--- config.mk ---
export PLATFORM = sky130hd
export DESIGN_NAME = rpse_front
export DESIGN_NICKNAME = d
export VERILOG_FILES = /design/src/rtl/core/rpse_pkg.sv /design/src/rtl/core/rpse_front.sv
export SDC_FILE = /design/constraint.sdc
export NUM_CORES = 1
export LEC_CHECK = 0
export BUFFER_PORTS_ARGS = -buffer_cell sky130_fd_sc_hd__buf_4
export CAP_MARGIN = 10
export CELL_PAD_IN_SITES_DETAIL_PLACEMENT = 2
export CELL_PAD_IN_SITES_GLOBAL_PLACEMENT = 2
export CORE_MARGIN = 4
export CORE_UTILIZATION = 33
export CTS_BUF_LIST = sky130_fd_sc_hd__clkbuf_16
export CTS_CLUSTER_SIZE = 20
export DETAILED_ROUTE_END_ITERATION = 8
export GPL_TIMING_DRIVEN = 1
export PLACE_DENSITY_LB_ADDON = 0.1
export SYNTH_ARGS = -nofsm -noshare
export SYNTH_HDL_FRONTEND = slang
export SYNTH_SLANG_ARGS = --single-unit
--- constraint.sdc ---
create_clock -name aclk -period 7.64 [get_ports aclk]
set_clock_uncertainty 0.2 [all_clocks]
set_input_delay 1.528 -clock aclk [delete_from_list [all_inputs] [get_ports aclk]]
set_output_delay 1.528 -clock aclk [all_outputs]
set_load 0.02 [all_outputs]
--- src/rtl/core/rpse_pkg.sv ---
// Shared types and constants for the row projection shift estimator.
// No dependencies.
`default_nettype none
package rpse_pkg;
    localparam int unsigned ACC_W = 22;
    localparam logic [ACC_W-1:0] ACC_MAX = 22'd4194303;
    localparam int unsigned SHIFT_W = 7;
    localparam int unsigned CUM_W = 21;
    localparam int unsigned REV_W = 16;
    localparam int unsigned MS_W = 6;
    localparam logic [MS_W-1:0] MAX_SHIFT_RST = 6'd60;

    // Request passed from the front to the back part: one finished frame.
    typedef struct packed {
        logic [12:0] rows;
        logic        baseline;
    } frame_req_t;
endpackage
`default_nettype wire

--- src/rtl/core/rpse_front.sv ---
// Front part: sums pixels into row projections, writes rows to the current buffer.
// Depends on rpse_pkg.
`default_nettype none
module rpse_front
    import rpse_pkg::*;
#(
    parameter int unsigned MAX_ROWS = 1024,
    parameter int unsigned ROW_W = 10
) (
    input  wire logic              aclk,
    input  wire logic              aresetn,
    input  wire logic              px_valid,
    output logic                   px_ready,
    input  wire logic [7:0]        red,
    input  wire logic [7:0]        green,
    input  wire logic [7:0]        blue,
    input  wire logic              last_in_row,
    input  wire logic              last_in_frame,
    output logic                   wr_en,
    output logic [ROW_W-1:0]       wr_addr,
    output logic [ACC_W-1:0]       wr_data,
    output logic                   req_valid,
    input  wire logic              req_ready,
    output frame_req_t             req
);
    logic [ACC_W-1:0] acc_reg, acc_next, acc_sum;
    logic [12:0]      cnt_reg, cnt_next;
    logic             base_reg, base_next;
    logic             fire, row_end;
    logic [23:0]      wide;

    // Back part owns the buffer until its frame is done; hold row ends until it is idle.
    assign row_end  = last_in_row || last_in_frame;
    assign px_ready = req_ready || !row_end;
    assign fire     = px_valid && px_ready;

    always_comb begin
        wide    = {2'b0, acc_reg} + 24'(red) + 24'(green) + 24'(blue);
        acc_sum = (wide > 24'(ACC_MAX)) ? ACC_MAX : wide[ACC_W-1:0];
        acc_next  = acc_reg;
        cnt_next  = cnt_reg;
        base_next = base_reg;
        wr_en     = 1'b0;
        wr_addr   = cnt_reg[ROW_W-1:0];
        wr_data   = acc_sum;
        req_valid = 1'b0;
        req.rows  = cnt_reg;
        req.baseline = !base_reg;
        if (fire) begin
            acc_next = acc_sum;
            if (row_end) begin
                acc_next = '0;
                if (cnt_reg < 13'(MAX_ROWS)) begin
                    wr_en    = 1'b1;
                    cnt_next = cnt_reg + 13'd1;
                    req.rows = cnt_reg + 13'd1;
                end
            end
            if (last_in_frame) begin
                req_valid = 1'b1;
                cnt_next  = '0;
                base_next = 1'b1;
            end
        end
    end

    always_ff @(posedge aclk) begin
        if (!aresetn) begin
            acc_reg  <= '0;
            cnt_reg  <= '0;
            base_reg <= 1'b0;
        end else begin
            acc_reg  <= acc_next;
            cnt_reg  <= cnt_next;
            base_reg <= base_next;
        end
    end
endmodule
`default_nettype wire

==> key figures <==
Critical path
  – Count of buffer and inverter cells on the critical path: 4
  – WP data arrival: 5.23 ns
  – CP Class: primary input to output pin
  – Crit-path cells: buf_4 -> inv_1 -> fa_1 -> inv_1 -> fa_1 -> ha_1 -> fa_1 -> a21o_1 -> a221oi_1 -> o21ai_1 -> nand2_1 -> xor2_1 -> nand2_1 -> buf_4
  – CP required: 5.91 ns
  – CP dominant cell by count: fa_1
  – Max stage delay cell, worst path: a221oi_1
  – CP Max Fanout: 6
  – Worst setup EP type: output pin
  – Worst Setup Start Kind: primary input
  – Cell family with most CP delay: adder cells
  – Worst stage delay on the critical path: 0.59 ns

Logic synthesis
  – Post-Syn Instances: 350
  – Main synth FF type: dfxtp_1
  – Synth Area in Adders: 16.4%
  – Synth warnings: 0
  – Compound-Gate Fraction of Synth Area: 18.3%
  – Synth Register Bits: 36
  – Share of the synthesized area in the top cell type: 25.2%
  – Mux cell area share after synthesis: 0.744%
  – Syn nets: 408
  – Post-Synth Simple-Gate Area: 20.3%
  – Post-synthesis xor/xnor area fraction: 7.04%
  – Seq/Total Area, Yosys: 25.2%
  – Asr flop ratio synth: 0%
  – Post-Syn Area per Cell: 8.17 µm²
  – Largest cells by area after synthesis: dfxtp_1 25%, fa_1 11%, inv_1 6.0%
  – Post-synth top area cell: dfxtp_1
  – Main combinational cell family by area after synthesis: simple AND/OR/NAND/NOR gates
  – Number of flops mapped to enable cells by yosys: 0
  – Netlist cell types: 52
  – Mapped cell area: 0.00286 mm²

Clock network
  – Root buffer cell: clkbuf_16
  – Htree depth: 2
  – Post-CTS Setup Bufs: 0
  – Post-CTS sizing: 0
  – Clock-pin slew on the worst setup and hold paths: 0.06 ns
  – Num CTS Buffers: 5
  – TritonCTS clock tree: done
  – Hold bufs inserted after CTS: 0
  – Clock tree buffer depth: 2
  – Clock latency on the worst-skew pair: 0.28 ns
  – Num Clock Sinks: 36

Drt
  – Wire per inst: 16.4 µm
  – Vias per cell: 5.13
  – Pre-antenna DRT Iters: 4
  – Vias: 2635
  – Remaining antenna violation count: 0
  – DRC viols: 0
  – Drt total wl: 8.45 mm
  – Initial DRC Count: 43

STA
  – RSZ-0062 raised after global routing: false
  – Max Slew Vio Count: 0
  – Worst-Margin Slew: 1.03 ns
  – Endpoints failing hold: 0
  – Minimum clock period: 6.95 ns
  – Final worst-path cycle share: 91.0%
  – Final setup fails: 0
  – Max_slew headroom: 31.2%
  – Fmax: 144 MHz
  – Final WS setup: 0.686 ns
  – Total negative slack: 0 ns

Global routing
  – Remaining global-route overflow: 0
  – First-pass GRT wire length: 13.8 mm
  – Met1 Resource Use GR: 21.8%
  – Number of global-route vias before repair: 2826
  – Grt met3 use: 2.98%
  – Largest net degree at the start of global routing: 24
  – Layer with the highest usage: met2
  – Initial antenna violation count: 0
  – GR Util met2: 29.3%
  – Total track usage: 16.9%

Pwr
  – Cell Int Power: 0.444 mW
  – Clock group share of total power: 28.4%
  – Pwr dens: 200 mW/mm²
  – Switching share of power: 37.5%
  – Max rail drop VDD: 81.5 µV
  – Reg power frac: 27.6%
  – Switching power: 0.266 mW
  – Comb power frac: 44.0%
  – Leakage: 1.73 nW

Floorplan
  – Ports: 79
  – Rows: 33
  – Total die area: 0.0102 mm²
  – Die H: 101 µm
  – DIE WIDTH: 101 µm
  – Core area: 0.00834 mm²
  – Initial Util: 34.3%

Finish
  – Most frequent cells in the layout: 78 x buf_4, 48 x inv_1, 38 x nand2_1
  – Commonest non-fill, non-tap cell in the layout: buf_4
  – Number of antenna repair diodes: 0
  – Layout cell share with drive strength beyond 1: 24.4%
  – Largest register FFs: 22
  – Area Overhead vs Synth: 24.1%
  – Nets: 466

Place
  – Placed wire-length estimate: 6.50 mm
  – Place WS: 0.703 ns
  – Buffers on Ports: 78
  – Routability cong.: 0.771

Flow run
  – Reported max-cap violation count: 0

Worst hold path
  – Worst min path class: flip-flop to flip-flop

Status
  – Status: finished, final reports clean
-- stage by stage --
stage	instances	hold WS (ns)	util, %	power, mW	cell area [µm²]
4_1_cts	514	0.287	42.6	0.722	3550
3_5_place_dp	506	0.268	40.9	0.517	3410
5_1_grt	514	0.304	42.6	0.759	3550
2_1_floorplan	350	0.249	-	0.403	2860
3_3_place_gp	506	0.255	40.9	0.507	3410
6_report	514	0.281	42.6	0.710	3550
-- synth_stat cells (5+ instances only) --
cell	number
nor2_1	17
nand3_1	10
inv_1	46
dfxtp_1	36
o21ai_0	8
buf_4	12
clkbuf_1	11
a31oi_1	5
a21o_1	6
a22o_1	12
nand2_1	38
xnor2_1	17
a21oi_1	20
nor3_1	6
xor2_1	6
ha_1	12
or3_1	5
and3_1	8
fa_1	16
-- power by group through the flow --
stage / clock network, mW / logic [mW] / registers (mW)
3_3_place_gp: 0 / 0.307 / 0.200
2_1_floorplan: 0 / 0.204 / 0.199
3_5_place_dp: 0 / 0.316 / 0.200
5_1_grt: 0.215 / 0.348 / 0.197
4_1_cts: 0.207 / 0.319 / 0.196
6_report: 0.201 / 0.312 / 0.196
-- routing by layer --
layer	routed length (µm)	part of all wire [%]	vias up
li1	-	-	1277
met1	3840	45	1306
met2	4200	50	48
met3	341	4.0	4
met4	64	0.76	0
met5	0	0	-
-- area by class of cell --
class	count	area [µm²]
Tap cell	105	131
Clock inverter	3	11.3
Inverter	47	176
Timing Repair Buffer	78	586
Multi-Input combinational cell	240	1800
Fill cell	991	4790
Clock buffer	5	125
Sequential cell	36	721
-- worst register-to-register path: cells and delay by family, from the launching register on --
kind,cells,cell delay (ns)
adders and majority gates,3,1.15
DFF,1,0.33
AOI/OAI and AO/OA,5,1.43
and+or+nand+nor,1,0.31
-- kinds of logic (layout without fill, tap and decap cells) --
kind of cell	after synthesis	count (layout)
AO/OA/AOI/OAI	75	75
XOR/XNOR	23	23
adder cells (fa/ha/maj)	28	28
buffers and inverters	74	133
flip-flops	36	36
multiplexers	2	2
AND/OR/NAND/NOR	112	112
-- path summary, 6_finish.rpt --
kind                           start                       end  slack, ns  cells after the start
min reg2reg  acc_reg[6]$_SDFFE_PN0P_   acc_reg[6]$_SDFFE_PN0P_       0.28                      1
max reg2reg  acc_reg[1]$_SDFFE_PN0P_  acc_reg[15]$_SDFFE_PN0P_       4.16                      9
min          acc_reg[6]$_SDFFE_PN0P_   acc_reg[6]$_SDFFE_PN0P_       0.28                      1
max                           red[1]               wr_data[11]       0.69                     14
(Power assumes the default switching activity.)
